===== src/aacd_pkg.sv =====
// Shared constants and types of the AAC RTP access-unit deframer.
// No dependencies; every other file but aacd_if refers to it by scoped names.
`timescale 1ns / 1ps
package aacd_pkg;
	localparam int MAX_AU_HEADERS  = 16;
	localparam int ADTS_PREFIX_LEN = 7;
	localparam int IDX_W  = (MAX_AU_HEADERS > 1) ? $clog2(MAX_AU_HEADERS) : 1;
	localparam int CNT_W  = $clog2(MAX_AU_HEADERS + 1);
	localparam int SIZE_W = 13;
	localparam int DIV_W  = 32;
	localparam int DCNT_W = $clog2(DIV_W);
	localparam logic [15:0] MAX_STEP_RESET = 16'd100;
	localparam logic [7:0]  SYNC_HI   = 8'hFF;
	localparam logic [7:0]  SYNC_MASK = 8'hF0;
	localparam logic        REG_MAX_STEP = 1'b0;

	typedef enum logic [5:0] {
		ST_WAIT   = 6'b000001,
		ST_LEN    = 6'b000010,
		ST_DIV    = 6'b000100,
		ST_HDR    = 6'b001000,
		ST_SEARCH = 6'b010000,
		ST_DATA   = 6'b100000
	} state_t;

	typedef struct packed {
		logic busy;
		logic done;
	} div_stat_t;
endpackage


===== src/aacd_if.sv =====
// Stream interfaces of the deframer: payload bytes in, unit bytes out.
// Depends on nothing.
`timescale 1ns / 1ps
interface aacd_in_if;
	logic        valid;
	logic        ready;
	logic [7:0]  data_byte;
	logic        packet_start;
	logic [15:0] payload_length;
	logic [31:0] timestamp_ms;
	modport source (output valid, data_byte, packet_start, payload_length, timestamp_ms,
		input ready);
	modport sink (input valid, data_byte, packet_start, payload_length, timestamp_ms,
		output ready);
endinterface

interface aacd_out_if;
	logic        valid;
	logic        ready;
	logic [7:0]  au_byte;
	logic [3:0]  au_index;
	logic [31:0] au_dts;
	logic        au_first;
	logic        au_last;
	logic        adts_prefix;
	modport source (output valid, au_byte, au_index, au_dts, au_first, au_last, adts_prefix,
		input ready);
	modport sink (input valid, au_byte, au_index, au_dts, au_first, au_last, adts_prefix,
		output ready);
endinterface


===== src/aacd_div.sv =====
// Restoring divider, one quotient bit per cycle, for the per-unit stamp step.
// Depends on aacd_pkg.
`timescale 1ns / 1ps
module aacd_div (
	input  logic                            clk,
	input  logic                            arst_n,
	input  logic                            start,
	input  logic [aacd_pkg::DIV_W-1:0]      dividend,
	input  logic [aacd_pkg::CNT_W-1:0]      divisor,
	output aacd_pkg::div_stat_t             stat,
	output logic [aacd_pkg::DIV_W-1:0]      quotient
);
	logic [aacd_pkg::DCNT_W-1:0] cnt_q;
	logic                        busy_q, done_q;
	logic [aacd_pkg::CNT_W:0]    rem_q;
	logic [aacd_pkg::CNT_W-1:0]  dvs_q;
	logic [aacd_pkg::DIV_W-1:0]  quo_q;
	logic [aacd_pkg::CNT_W:0]    trial;
	logic                        fits;

	assign trial = {rem_q[aacd_pkg::CNT_W-1:0], quo_q[aacd_pkg::DIV_W-1]};
	assign fits  = trial >= {1'b0, dvs_q};

	always_ff @(posedge clk or negedge arst_n) begin
		if (!arst_n) begin
			busy_q <= 1'b0;
			done_q <= 1'b0;
			cnt_q  <= '0;
		end else begin
			done_q <= 1'b0;
			if (start) begin
				busy_q <= 1'b1;
				cnt_q  <= '0;
			end else if (busy_q) begin
				cnt_q <= cnt_q + 1'b1;
				if (cnt_q == aacd_pkg::DCNT_W'(aacd_pkg::DIV_W - 1)) begin
					busy_q <= 1'b0;
					done_q <= 1'b1;
				end
			end
		end
	end

	// quotient bits shift in where dividend bits shift out
	always_ff @(posedge clk) begin
		if (start) begin
			quo_q <= dividend;
			rem_q <= '0;
			dvs_q <= divisor;
		end else if (busy_q) begin
			quo_q <= {quo_q[aacd_pkg::DIV_W-2:0], fits};
			rem_q <= fits ? trial - {1'b0, dvs_q} : trial;
		end
	end

	assign stat.busy = busy_q;
	assign stat.done = done_q;
	assign quotient  = quo_q;
endmodule


===== src/aac_rtp_au_deframer.sv =====
// Top level of the AAC RTP access-unit deframer: sequencer, header store, APB register.
// Depends on aacd_pkg, aacd_if and aacd_div.
//
// channel  dir  handshake      payload
// in_ch    in   valid/ready    data_byte, packet_start, payload_length, timestamp_ms
// out_ch   out  valid/ready    au_byte, au_index, au_dts, au_first, au_last, adts_prefix
// apb      in   psel/penable   max_timestamp_step at address 0
//
// One payload byte per cycle while the output register can take a result and the sequencer is neither
// dividing nor searching. After the header-count byte, input waits while the serial divider works.
// Input is also held while the search finds each next unit, skipping zero-size headers.
// arst_n clears the sequencer; the header store needs no clearing.
// A stalled output holds in_ch.ready low until the result is taken.
`timescale 1ns / 1ps
module aac_rtp_au_deframer (
	input  logic        clk,
	input  logic        arst_n,
	aacd_in_if.sink     in_ch,
	aacd_out_if.source  out_ch,
	input  logic        psel,
	input  logic        penable,
	input  logic        pwrite,
	input  logic [2:0]  paddr,
	input  logic [31:0] pwdata,
	output logic [31:0] prdata,
	output logic        pready
);
	localparam int IW = aacd_pkg::IDX_W;
	localparam int CW = aacd_pkg::CNT_W;
	localparam int SW = aacd_pkg::SIZE_W;

	aacd_pkg::state_t state_q;
	logic [15:0]   max_step_q;
	logic [15:0]   len_q, offset_q;
	logic [7:0]    high_q;
	logic [CW-1:0] count_q;
	logic [SW-1:0] sizes_q [aacd_pkg::MAX_AU_HEADERS];
	logic [CW-1:0] search_q;
	logic [IW-1:0] unit_q;
	logic [SW-1:0] left_q, size_q;
	logic [31:0]   prev_q, stamp_q, step_q, dts_q;
	logic [15:0]   sync_q;
	logic          ov_q;
	logic [7:0]    ob_q;
	logic [3:0]    oi_q;
	logic [31:0]   od_q;
	logic          of_q, ol_q, oa_q;

	logic          busy, accept, emit;
	logic [11:0]   count_raw;
	logic [31:0]   base, diff;
	logic          div_start;
	aacd_pkg::div_stat_t div_stat;
	logic [31:0]   quo;
	logic [15:0]   off_n;
	logic [15:0]   pos;
	logic [IW-1:0] hidx;
	logic [SW-1:0] cand, done_b;
	logic          first, last, flag;
	logic [15:0]   sync_n;

	assign pready = 1'b1;
	assign prdata = (paddr[2] == aacd_pkg::REG_MAX_STEP) ? {16'd0, max_step_q} : 32'd0;

	always_ff @(posedge clk or negedge arst_n) begin
		if (!arst_n) max_step_q <= aacd_pkg::MAX_STEP_RESET;
		else if (psel && penable && pwrite && paddr[2] == aacd_pkg::REG_MAX_STEP)
			max_step_q <= pwdata[15:0];
	end

	assign busy   = (state_q == aacd_pkg::ST_DIV) || (state_q == aacd_pkg::ST_SEARCH);
	assign in_ch.ready = !busy && (!ov_q || out_ch.ready);
	assign accept = in_ch.valid && in_ch.ready;
	assign emit   = accept && !in_ch.packet_start && state_q == aacd_pkg::ST_DATA
		&& offset_q < len_q;

	assign count_raw = {high_q, in_ch.data_byte[7:4]};
	assign base = (prev_q == 32'd0) ? stamp_q : prev_q;
	assign diff = (stamp_q >= base) ? stamp_q - base : 32'd0;
	assign off_n = offset_q + 16'd1;
	assign pos  = off_n - 16'd3;
	assign hidx = pos[IW:1];
	assign cand = sizes_q[search_q[IW-1:0]];

	assign done_b = size_q - left_q;
	assign first  = done_b == '0;
	assign last   = left_q <= SW'(1);
	always_comb begin
		sync_n = sync_q;
		if (first) sync_n = {in_ch.data_byte, 8'h00};
		else if (done_b == SW'(1)) sync_n = {sync_q[15:8], in_ch.data_byte};
	end
	assign flag = last && size_q > SW'(aacd_pkg::ADTS_PREFIX_LEN)
		&& sync_n[15:8] == aacd_pkg::SYNC_HI
		&& (sync_n[7:0] & aacd_pkg::SYNC_MASK) == aacd_pkg::SYNC_MASK;

	assign div_start = accept && !in_ch.packet_start && state_q == aacd_pkg::ST_LEN
		&& offset_q < len_q && count_raw != 12'd0
		&& count_raw <= 12'(aacd_pkg::MAX_AU_HEADERS)
		&& {1'b0, len_q} >= 17'd2 + {4'd0, count_raw, 1'b0};

	aacd_div u_div (
		.clk(clk), .arst_n(arst_n), .start(div_start), .dividend(diff),
		.divisor(count_raw[CW-1:0]), .stat(div_stat), .quotient(quo)
	);

	always_ff @(posedge clk or negedge arst_n) begin
		if (!arst_n) begin
			state_q  <= aacd_pkg::ST_WAIT;
			offset_q <= '0;
			count_q  <= '0;
			prev_q   <= '0;
			stamp_q  <= '0;
			step_q   <= '0;
			unit_q   <= '0;
			left_q   <= '0;
			sync_q   <= '0;
			ov_q     <= 1'b0;
		end else begin
			if (emit) ov_q <= 1'b1;
			else if (out_ch.ready) ov_q <= 1'b0;
			unique case (state_q)
				aacd_pkg::ST_DIV: begin
					if (div_stat.done) begin
						step_q  <= (quo > {16'd0, max_step_q}) ? 32'd0 : quo;
						state_q <= aacd_pkg::ST_HDR;
					end
				end
				aacd_pkg::ST_SEARCH: begin
					if (search_q >= count_q) begin
						state_q <= aacd_pkg::ST_WAIT;
					end else if (cand == '0) begin
						search_q <= search_q + 1'b1;
					end else if (offset_q > len_q || {3'd0, cand} > len_q - offset_q) begin
						state_q <= aacd_pkg::ST_WAIT;
					end else begin
						unit_q  <= search_q[IW-1:0];
						left_q  <= cand;
						size_q  <= cand;
						dts_q   <= stamp_q + 32'(search_q[IW-1:0] * step_q);
						state_q <= aacd_pkg::ST_DATA;
					end
				end
				default: begin
					if (accept) begin
						if (in_ch.packet_start) begin
							len_q    <= in_ch.payload_length;
							stamp_q  <= in_ch.timestamp_ms;
							offset_q <= 16'd1;
							high_q   <= in_ch.data_byte;
							state_q  <= (in_ch.payload_length < 16'd2) ? aacd_pkg::ST_WAIT
								: aacd_pkg::ST_LEN;
						end else if (state_q == aacd_pkg::ST_WAIT) begin
							// stray byte
						end else if (offset_q >= len_q) begin
							state_q <= aacd_pkg::ST_WAIT;
						end else begin
							offset_q <= off_n;
							if (state_q == aacd_pkg::ST_LEN) begin
								if (div_start) begin
									prev_q  <= stamp_q;
									stamp_q <= base;
									count_q <= count_raw[CW-1:0];
									state_q <= aacd_pkg::ST_DIV;
								end else begin
									state_q <= aacd_pkg::ST_WAIT;
								end
							end else if (state_q == aacd_pkg::ST_HDR) begin
								if (!pos[0]) begin
									high_q <= in_ch.data_byte;
								end else begin
									sizes_q[hidx] <= 13'({high_q, in_ch.data_byte} >> 3);
									if ({1'b0, hidx} + 1'b1 >= count_q) begin
										search_q <= '0;
										state_q  <= aacd_pkg::ST_SEARCH;
									end
								end
							end else begin
								sync_q <= sync_n;
								ob_q   <= in_ch.data_byte;
								oi_q   <= 4'(unit_q);
								od_q   <= dts_q;
								of_q   <= first;
								ol_q   <= last;
								oa_q   <= flag;
								if (last) begin
									left_q   <= '0;
									search_q <= {1'b0, unit_q} + 1'b1;
									state_q  <= aacd_pkg::ST_SEARCH;
								end else begin
									left_q <= left_q - 1'b1;
								end
							end
						end
					end
				end
			endcase
		end
	end

	assign out_ch.valid       = ov_q;
	assign out_ch.au_byte     = ob_q;
	assign out_ch.au_index    = oi_q;
	assign out_ch.au_dts      = od_q;
	assign out_ch.au_first    = of_q;
	assign out_ch.au_last     = ol_q;
	assign out_ch.adts_prefix = oa_q;
endmodule


===== src/flat_wrapper.sv =====
// flat-port wrapper written by rule: the top's interface ports become plain ports
module aac_rtp_au_deframer_flat 
  (clk, arst_n, psel, penable, pwrite, paddr, pwdata, prdata, pready, in_ch_valid, in_ch_data_byte, in_ch_packet_start, in_ch_payload_length, in_ch_timestamp_ms, in_ch_ready, out_ch_valid, out_ch_au_byte, out_ch_au_index, out_ch_au_dts, out_ch_au_first, out_ch_au_last, out_ch_adts_prefix, out_ch_ready);
  aacd_in_if in_ch_i ();
  aacd_out_if out_ch_i ();
  input  logic clk;
  input  logic arst_n;
  input  logic psel;
  input  logic penable;
  input  logic pwrite;
  input  logic [2:0] paddr;
  input  logic [31:0] pwdata;
  output logic [31:0] prdata;
  output logic pready;
  input wire logic [$bits(in_ch_i.valid)-1:0] in_ch_valid;
  input wire logic [$bits(in_ch_i.data_byte)-1:0] in_ch_data_byte;
  input wire logic [$bits(in_ch_i.packet_start)-1:0] in_ch_packet_start;
  input wire logic [$bits(in_ch_i.payload_length)-1:0] in_ch_payload_length;
  input wire logic [$bits(in_ch_i.timestamp_ms)-1:0] in_ch_timestamp_ms;
  output wire logic [$bits(in_ch_i.ready)-1:0] in_ch_ready;
  output wire logic [$bits(out_ch_i.valid)-1:0] out_ch_valid;
  output wire logic [$bits(out_ch_i.au_byte)-1:0] out_ch_au_byte;
  output wire logic [$bits(out_ch_i.au_index)-1:0] out_ch_au_index;
  output wire logic [$bits(out_ch_i.au_dts)-1:0] out_ch_au_dts;
  output wire logic [$bits(out_ch_i.au_first)-1:0] out_ch_au_first;
  output wire logic [$bits(out_ch_i.au_last)-1:0] out_ch_au_last;
  output wire logic [$bits(out_ch_i.adts_prefix)-1:0] out_ch_adts_prefix;
  input wire logic [$bits(out_ch_i.ready)-1:0] out_ch_ready;
  assign in_ch_i.valid = in_ch_valid;
  assign in_ch_i.data_byte = in_ch_data_byte;
  assign in_ch_i.packet_start = in_ch_packet_start;
  assign in_ch_i.payload_length = in_ch_payload_length;
  assign in_ch_i.timestamp_ms = in_ch_timestamp_ms;
  assign in_ch_ready = in_ch_i.ready;
  assign out_ch_valid = out_ch_i.valid;
  assign out_ch_au_byte = out_ch_i.au_byte;
  assign out_ch_au_index = out_ch_i.au_index;
  assign out_ch_au_dts = out_ch_i.au_dts;
  assign out_ch_au_first = out_ch_i.au_first;
  assign out_ch_au_last = out_ch_i.au_last;
  assign out_ch_adts_prefix = out_ch_i.adts_prefix;
  assign out_ch_i.ready = out_ch_ready;
  aac_rtp_au_deframer u_core (.clk(clk), .arst_n(arst_n), .in_ch(in_ch_i), .out_ch(out_ch_i), .psel(psel), .penable(penable), .pwrite(pwrite), .paddr(paddr), .pwdata(pwdata), .prdata(prdata), .pready(pready));
endmodule

===== config.mk =====
export PLATFORM = sky130hd
export DESIGN_NAME = aac_rtp_au_deframer_flat
export DESIGN_NICKNAME = d
export VERILOG_FILES = /design/src/aacd_pkg.sv /design/src/aacd_if.sv /design/src/aacd_div.sv /design/src/aac_rtp_au_deframer.sv /design/src/flat_wrapper.sv
export SDC_FILE = /design/constraint.sdc
export NUM_CORES = 1
export LEC_CHECK = 0
export BUFFER_PORTS_ARGS = -buffer_cell sky130_fd_sc_hd__buf_4
export CAP_MARGIN = 20
export CORE_AREA = 2 2 267 269
export DETAILED_ROUTE_END_ITERATION = 10
export DIE_AREA = 0 0 269 271
export PLACE_DENSITY = 0.75
export SLEW_MARGIN = 20
export SYNTH_ARGS = -nofsm -noshare
export SYNTH_HDL_FRONTEND = slang
export SYNTH_HIERARCHICAL = 1
export SYNTH_SLANG_ARGS = --single-unit

===== constraint.sdc =====
create_clock -name clk -period 4.9 [get_ports clk]
set_input_delay 0.245 -clock clk [delete_from_list [all_inputs] [get_ports clk]]
set_output_delay 0.245 -clock clk [all_outputs]
set_load 0.005 [all_outputs]

## Word level (Yosys, flattened, before mapping)

Memories as Yosys holds them, arrays and structs flattened. A register that Yosys moved wholly into a read port is not among the register bits.
Index checks and enable logic that the tools add are counted.

| storage, ports and cells | value |
|---|---|
| register bits after elaboration | 339 |
| memory bits (writable) | 208 |
| output and inout port bits | 82 |
| memories | 1 |

| cells by class | value |
|---|---|
| add/sub/neg operators | 13 |
| $mul | 1 |
| $lt $le $gt $ge | 14 |
| equal/unequal tests | 30 |
| multiplexer cells | 82 |
| bitwise logic cells | 11 |
| reductions and logical operators | 50 |

Memories:

| memory | depth | bits a word | rd ports | clocked after memory_dff | wr ports | RTL line | text |
|---|---|---|---|---|---|---|---|
| u_core.sizes_q | 16 | 13 | 1 | 1 | 1 | aac_rtp_au_deframer.sv:37 | `logic [SW-1:0] sizes_q [aacd_pkg::MAX_AU_HEADERS];` |

Operator list:

| cell | number |
|---|---|
| two-way mux 32 bit | 10 |
| two-way mux 13 bit | 10 |
| two-way mux 16 bit | 5 |
| two-way mux 6 bit | 13 |
| two-way mux 5 bit | 14 |
| two-way mux 8 bit | 7 |
| adder 32 bit | 1 |
| greater-or-equal comparator 32 bit | 1 |
| greater-than comparator 32 x 16 -> 1 bit | 1 |
| zero test 32 bit | 1 |
| multiplier 4 x 32 -> 32 bit | 1 |
| subtractor 32 bit | 1 |
| zero test 13 bit | 2 |
| one-hot mux 13 bit (2 select lines) | 1 |
| AND reduction 7 bit | 3 |
| != test 2 bit (second input constant) | 9 |
| greater-or-equal comparator 16 x 17 -> 1 bit | 1 |
| logical AND 1 bit | 17 |
| two-way mux 1 bit | 17 |
| adder 16 x 1 -> 16 bit (second input constant) | 1 |
| greater-or-equal comparator 16 bit | 1 |
| greater-than comparator 13 x 16 -> 1 bit | 1 |
| greater-than comparator 16 bit | 1 |
| less-than comparator 16 bit | 1 |
| other kinds (51) | 81 |

## Logic depth before layout (Yosys ltp)

| logic depth | value |
|---|---|
| word-level depth | 18 |
| mapped depth | 23 |
| gate-level depth less buffers | 20 |

## Cells and area by module

The synthesis kept the hierarchy.

Modules (own cells, without submodules):

| module | instances | cells an instance | area each (um2) | sequential area each (um2) |
|---|---|---|---|---|
| aac_rtp_au_deframer | 1 | 2540 | 28873.9 | 14193.6 |
| aacd_div | 1 | 159 | 2299.7 | 1386.3 |

## Worst setup path after synthesis

OpenSTA, ideal clock, no wires.

| timing | value |
|---|---|
| path kind | flip-flop to flip-flop |
| start | reg u_core.offset_q[2] |
| end | reg u_core.dts_q[0], enable pin |
| setup time | 0.407 ns |
| arrival time | 4.932 ns |
| data required time | 4.493 ns |
| path slack | -0.439 ns |
| cell stages (with the launch flop) | 23 |
| path buffers | 3 |
| period minus slack after synthesis | 5.339 ns |
| cell sequence | dfrtp_1 clkbuf_1 inv_1 ha_1 o21a_1 o31a_1 nor4_1 nor3_1 nor2_1 o21bai_1 a21oi_1 xor2_1 ha_1 a21o_1 a21oi_1 nor2_1 a2111oi_0 a21oi_1 a31oi_1 and3_1 buf_6 buf_6 and2_1 |

| between the ends | value |
|---|---|
| word-level cells in the longest chain between the ends | 5 |

RTL lines:

| item | RTL line | text |
|---|---|---|
| start: declaration | aac_rtp_au_deframer.sv:34 | `logic [15:0] len_q, offset_q;` |
| start signal: assignment | aac_rtp_au_deframer.sv:158 | `offset_q <= off_n;` |
| subtractor 16 bit | aac_rtp_au_deframer.sv:134 | `end else if (offset_q > len_q \|\| {3'd0, cand} > len_q - offset_q) begin` |
| greater-than comparator 13 x 16 -> 1 bit | aac_rtp_au_deframer.sv:134 |  |
| logical OR 1 bit * | aac_rtp_au_deframer.sv:134 |  |
| inverter 1 bit (no source line) * | -- |  |
| AND reduction 5 bit (no source line) * | -- |  |
| end signal: assignment | aac_rtp_au_deframer.sv:140 | `dts_q <= stamp_q + 32'(search_q[IW-1:0] * step_q);` |
| end: declaration | aac_rtp_au_deframer.sv:41 | `logic [31:0] prev_q, stamp_q, step_q, dts_q;` |

Mark *: on every way between the ends. The rest lies on a longest branch, timed or not.
A chain may end at the register's enable or synchronous reset.

## Worst setup path after layout

| timing | value |
|---|---|
| start | reg u_core.search_q[3] |
| end | reg u_core.dts_q[28], data pin |

| between the ends | value |
|---|---|
| word-level cells in the longest chain between the ends | 2 |

RTL lines:

| item | RTL line | text |
|---|---|---|
| start: declaration | aac_rtp_au_deframer.sv:38 | `logic [CW-1:0] search_q;` |
| start signal: assignment | aac_rtp_au_deframer.sv:133 | `search_q <= search_q + 1'b1;` |
| start signal: assignment | aac_rtp_au_deframer.sv:188 | `search_q <= {1'b0, unit_q} + 1'b1;` |
| multiplier 4 x 32 -> 32 bit | aac_rtp_au_deframer.sv:140 |  |
| adder 32 bit | aac_rtp_au_deframer.sv:140 |  |

Every way passes these cells.

==> run_results.csv <==
group,metric,value,unit
status,status,"finished, final reports clean",
synthesis,synth_cells,2698,
hold_path,min_path_type,"input pin to async pin",
floorplanning,ios,181,
clock_network,cts_root_buffer,"clkbuf_16",
setup_path,worst-path-buf-inv,3,
synthesis,post_synth.cell_area_avg,11.6,µm²
sta,setup_violations,0,
setup_path,critPathTopFamily,"adder cells",
drt,drtPass1Iterations,6,
layout,drive_gt1_share,18.5,%
clock_network,cts_tree,"built",
sta,finalMaxSlewViolations,0,
setup_path,worstSetupEndpointType,"flop",
setup_path,path_max_fanout,7,
floorplanning,start_util,44.7,%
sta,fmax,209,MHz
floorplanning,core_area,69800,µm²
power_and_ir_drop,p_leak,15.4,nW
layout,nets,3370,
clock_network,clkTransAtPathRegs,0.06,ns
layout,final_util,53.3,%
power_and_ir_drop,p_total,14.2,mW
sta,fin_crit_sh,97.8,%
grt,antenna_found_initial,2,
layout,n_fill_cell,5733,
grt,track_usage,21.7,%
grt,grt_max_degree,140,
layout,area_growth,19.4,%
sta,hold_viol_final,0,
floorplanning,rows,97,
sta,grt_setup_unrepaired,"yes",
setup_path,crit_type,"flop to flop",
drt,vias,22445,
sta,whs,0.139,ns
placed_design,dp_hpwl,55.4,mm
clock_network,clock_latency,0.64,ns
drt,routedWlPerCell,20.0,µm
clock_network,clockBufferDepth,3,
setup_path,cp.arrival,5.14,ns
layout,seqCellArea,15600,µm²
layout,instances_no_fill,4003,
setup_path,cpMostUsedCell,"fa_1",
drt,drt-total-wl,80.1,mm
placed_design,place_inst,3819,
placed_design,gp_congestion,0.900,
power_and_ir_drop,vdd_drop_max,0.313,mV
drt,drt_iter0_drc,2058,
placed_design,port_buffers,145,
drt,drc_errors,0,
sta,skew,0.0448,ns
grt,overflow,0,
sta,slew_headroom,29.5,%
drt,postRouteAntennaNets,0,
sta,fin_crit,4.79,ns
power_and_ir_drop,pwr_density_cell,383,nW/µm²
floorplanning,fp.dieArea,72900,µm²
floorplanning,die_height,271,µm
grt,grt_pass1_wl,124,mm
sta,worst_slew_pin_slew,1.05,ns
clock_network,cts.sinks,551,
grt,grt_pass1_vias,22275,
setup_path,cp_slowest_stage_delay,0.55,ns
synthesis,syn-cell-area,31200,µm²
flow_run,maxCapViolCount,0,
setup_path,path_cells,"buf_6 > and2_1 > fa_1 > fa_1 > inv_1 > fa_1 > inv_1 > ha_1 > a2111o_1 > a31oi_4 > nor4_2 > or3_1 > a41o_1 > o21a_1 > a2111oi_4 > xnor2_1",
layout,multi_input_area,14600,µm²
drt,viasPerCell,5.61,
setup_path,critPathLaunchType,"flop",
floorplanning,die_x,269,µm
clock_network,cts_max_level,2,
setup_path,crit_path_top_delay_cell,"fa_1",
synthesis,ys_warn_count,6,
clock_network,cts_buffers,58,
setup_path,required,5.25,ns
layer usage:
layer  share of wire (%)  up-vias  global-route usage, %
li1                    -    10367                      -
met1                  43    11008                   30.4
met4                 3.3        2                   7.13
met3                 7.0      145                   3.07
met2                  47      923                   34.9
met5               0.016        -                      0
worst register-to-register path, cell delays in order, from the launching register on:
cell and delay, ns:
edfxtp_1 0.50, buf_6 0.18, and2_1 0.15, fa_1 0.46
fa_1 0.55, inv_1 0.05, fa_1 0.49, inv_1 0.04
ha_1 0.30, a2111o_1 0.46, a31oi_4 0.18, nor4_2 0.08
or3_1 0.35, a41o_1 0.22, o21a_1 0.20, a2111oi_4 0.21
xnor2_1 0.09
state kept, by name (all words and copies together) (netlist names), 6 cells and up, named ones only:
signal,flops
u_core/dts_q,32
u_core/size_q,13
u_core/max_step_q,16
u_core/sizes_q,208
u_core/offset_q,16
u_core/u_div/quotient,32
u_core/sync_q,12
u_core/high_q,8
u_core/left_q,13
u_core/out_ch.au_dts,32
u_core/state_q,6
u_core/step_q,32
u_core/out_ch.au_byte,8
u_core/len_q,16
u_core/prev_q,32
u_core/stamp_q,32
through the flow:
step	area (µm²)	setup WS (ns)	TNS, ns
floorplan	31300	0.0395	0
global placement	34100	0.0345	0
detailed placement	34100	-0.0397	-0.0490
CTS	36900	0.00737	0
global route	37200	-0.0712	-0.131
finish	37200	0.109	0
final cells by class:
type,instances,share of cell area (%)
sequential,551,41.9
multi-input combinational,1856,39.3
timing repair buffer,355,8.11
clock buffer,71,4.37
tap,940,3.16
inverter,193,1.95
clock inverter,36,1.18
antenna,1,0.00673
where the power goes:
| group | internal (mW) | switching [mW] | total, mW |
|---|---|---|---|
| combinational | 1.82 | 2.31 | 4.13 |
| sequential | 5.16 | 0.258 | 5.42 |
| clock | 2.79 | 1.90 | 4.69 |
| total | 9.77 | 4.46 | 14.2 |
path summary, 6_finish.rpt:
path	from	endpoint	slack, ns	cells after the start
max	u_core/search_q[3]	u_core/dts_q[28]	0.11	16
min	arst_n	u_core/left_q[2]	0.14	2
max reg2reg	u_core/search_q[3]	u_core/dts_q[28]	0.11	16
min reg2reg	u_core/dts_q[18]	u_core/out_ch.au_dts[18]	0.42	0
max in group asynchronous	arst_n	u_core/step_q[23]	3.58	3
min in group clk	in_ch_data_byte[6]	u_core/sizes_q[3][3]	0.17	2
timing repair:
action / CTS / global route
setup endpoints to repair: 12 / 105
hold buffers: 70 / 0
cloned: 0 / 3
setup buffers: 0 / 3
gates resized for setup: 3 / 49
pin swaps: 0 / 16
endpoints found under the hold margin: 122 / 0
placed cells by master (no fill, tap or decap), drive strengths merged, types with 21 or more instances in the layout:
master       count
xor2            36
nor3            40
nor2           186
fa              90
buf            281
xnor2           71
a21oi          167
o21a            21
and2            97
dlygate4sd3     70
mux4            55
nand4           31
a22oi           21
nand2          242
dfrtp          172
nor4            36
nor2b           32
nand3           47
inv            197
ha             166
clkbuf          75
edfxtp         366
mux2            70
o21ai          126
and3            21
a21o            46
Note: power is estimated with default switching activity, not from simulation.
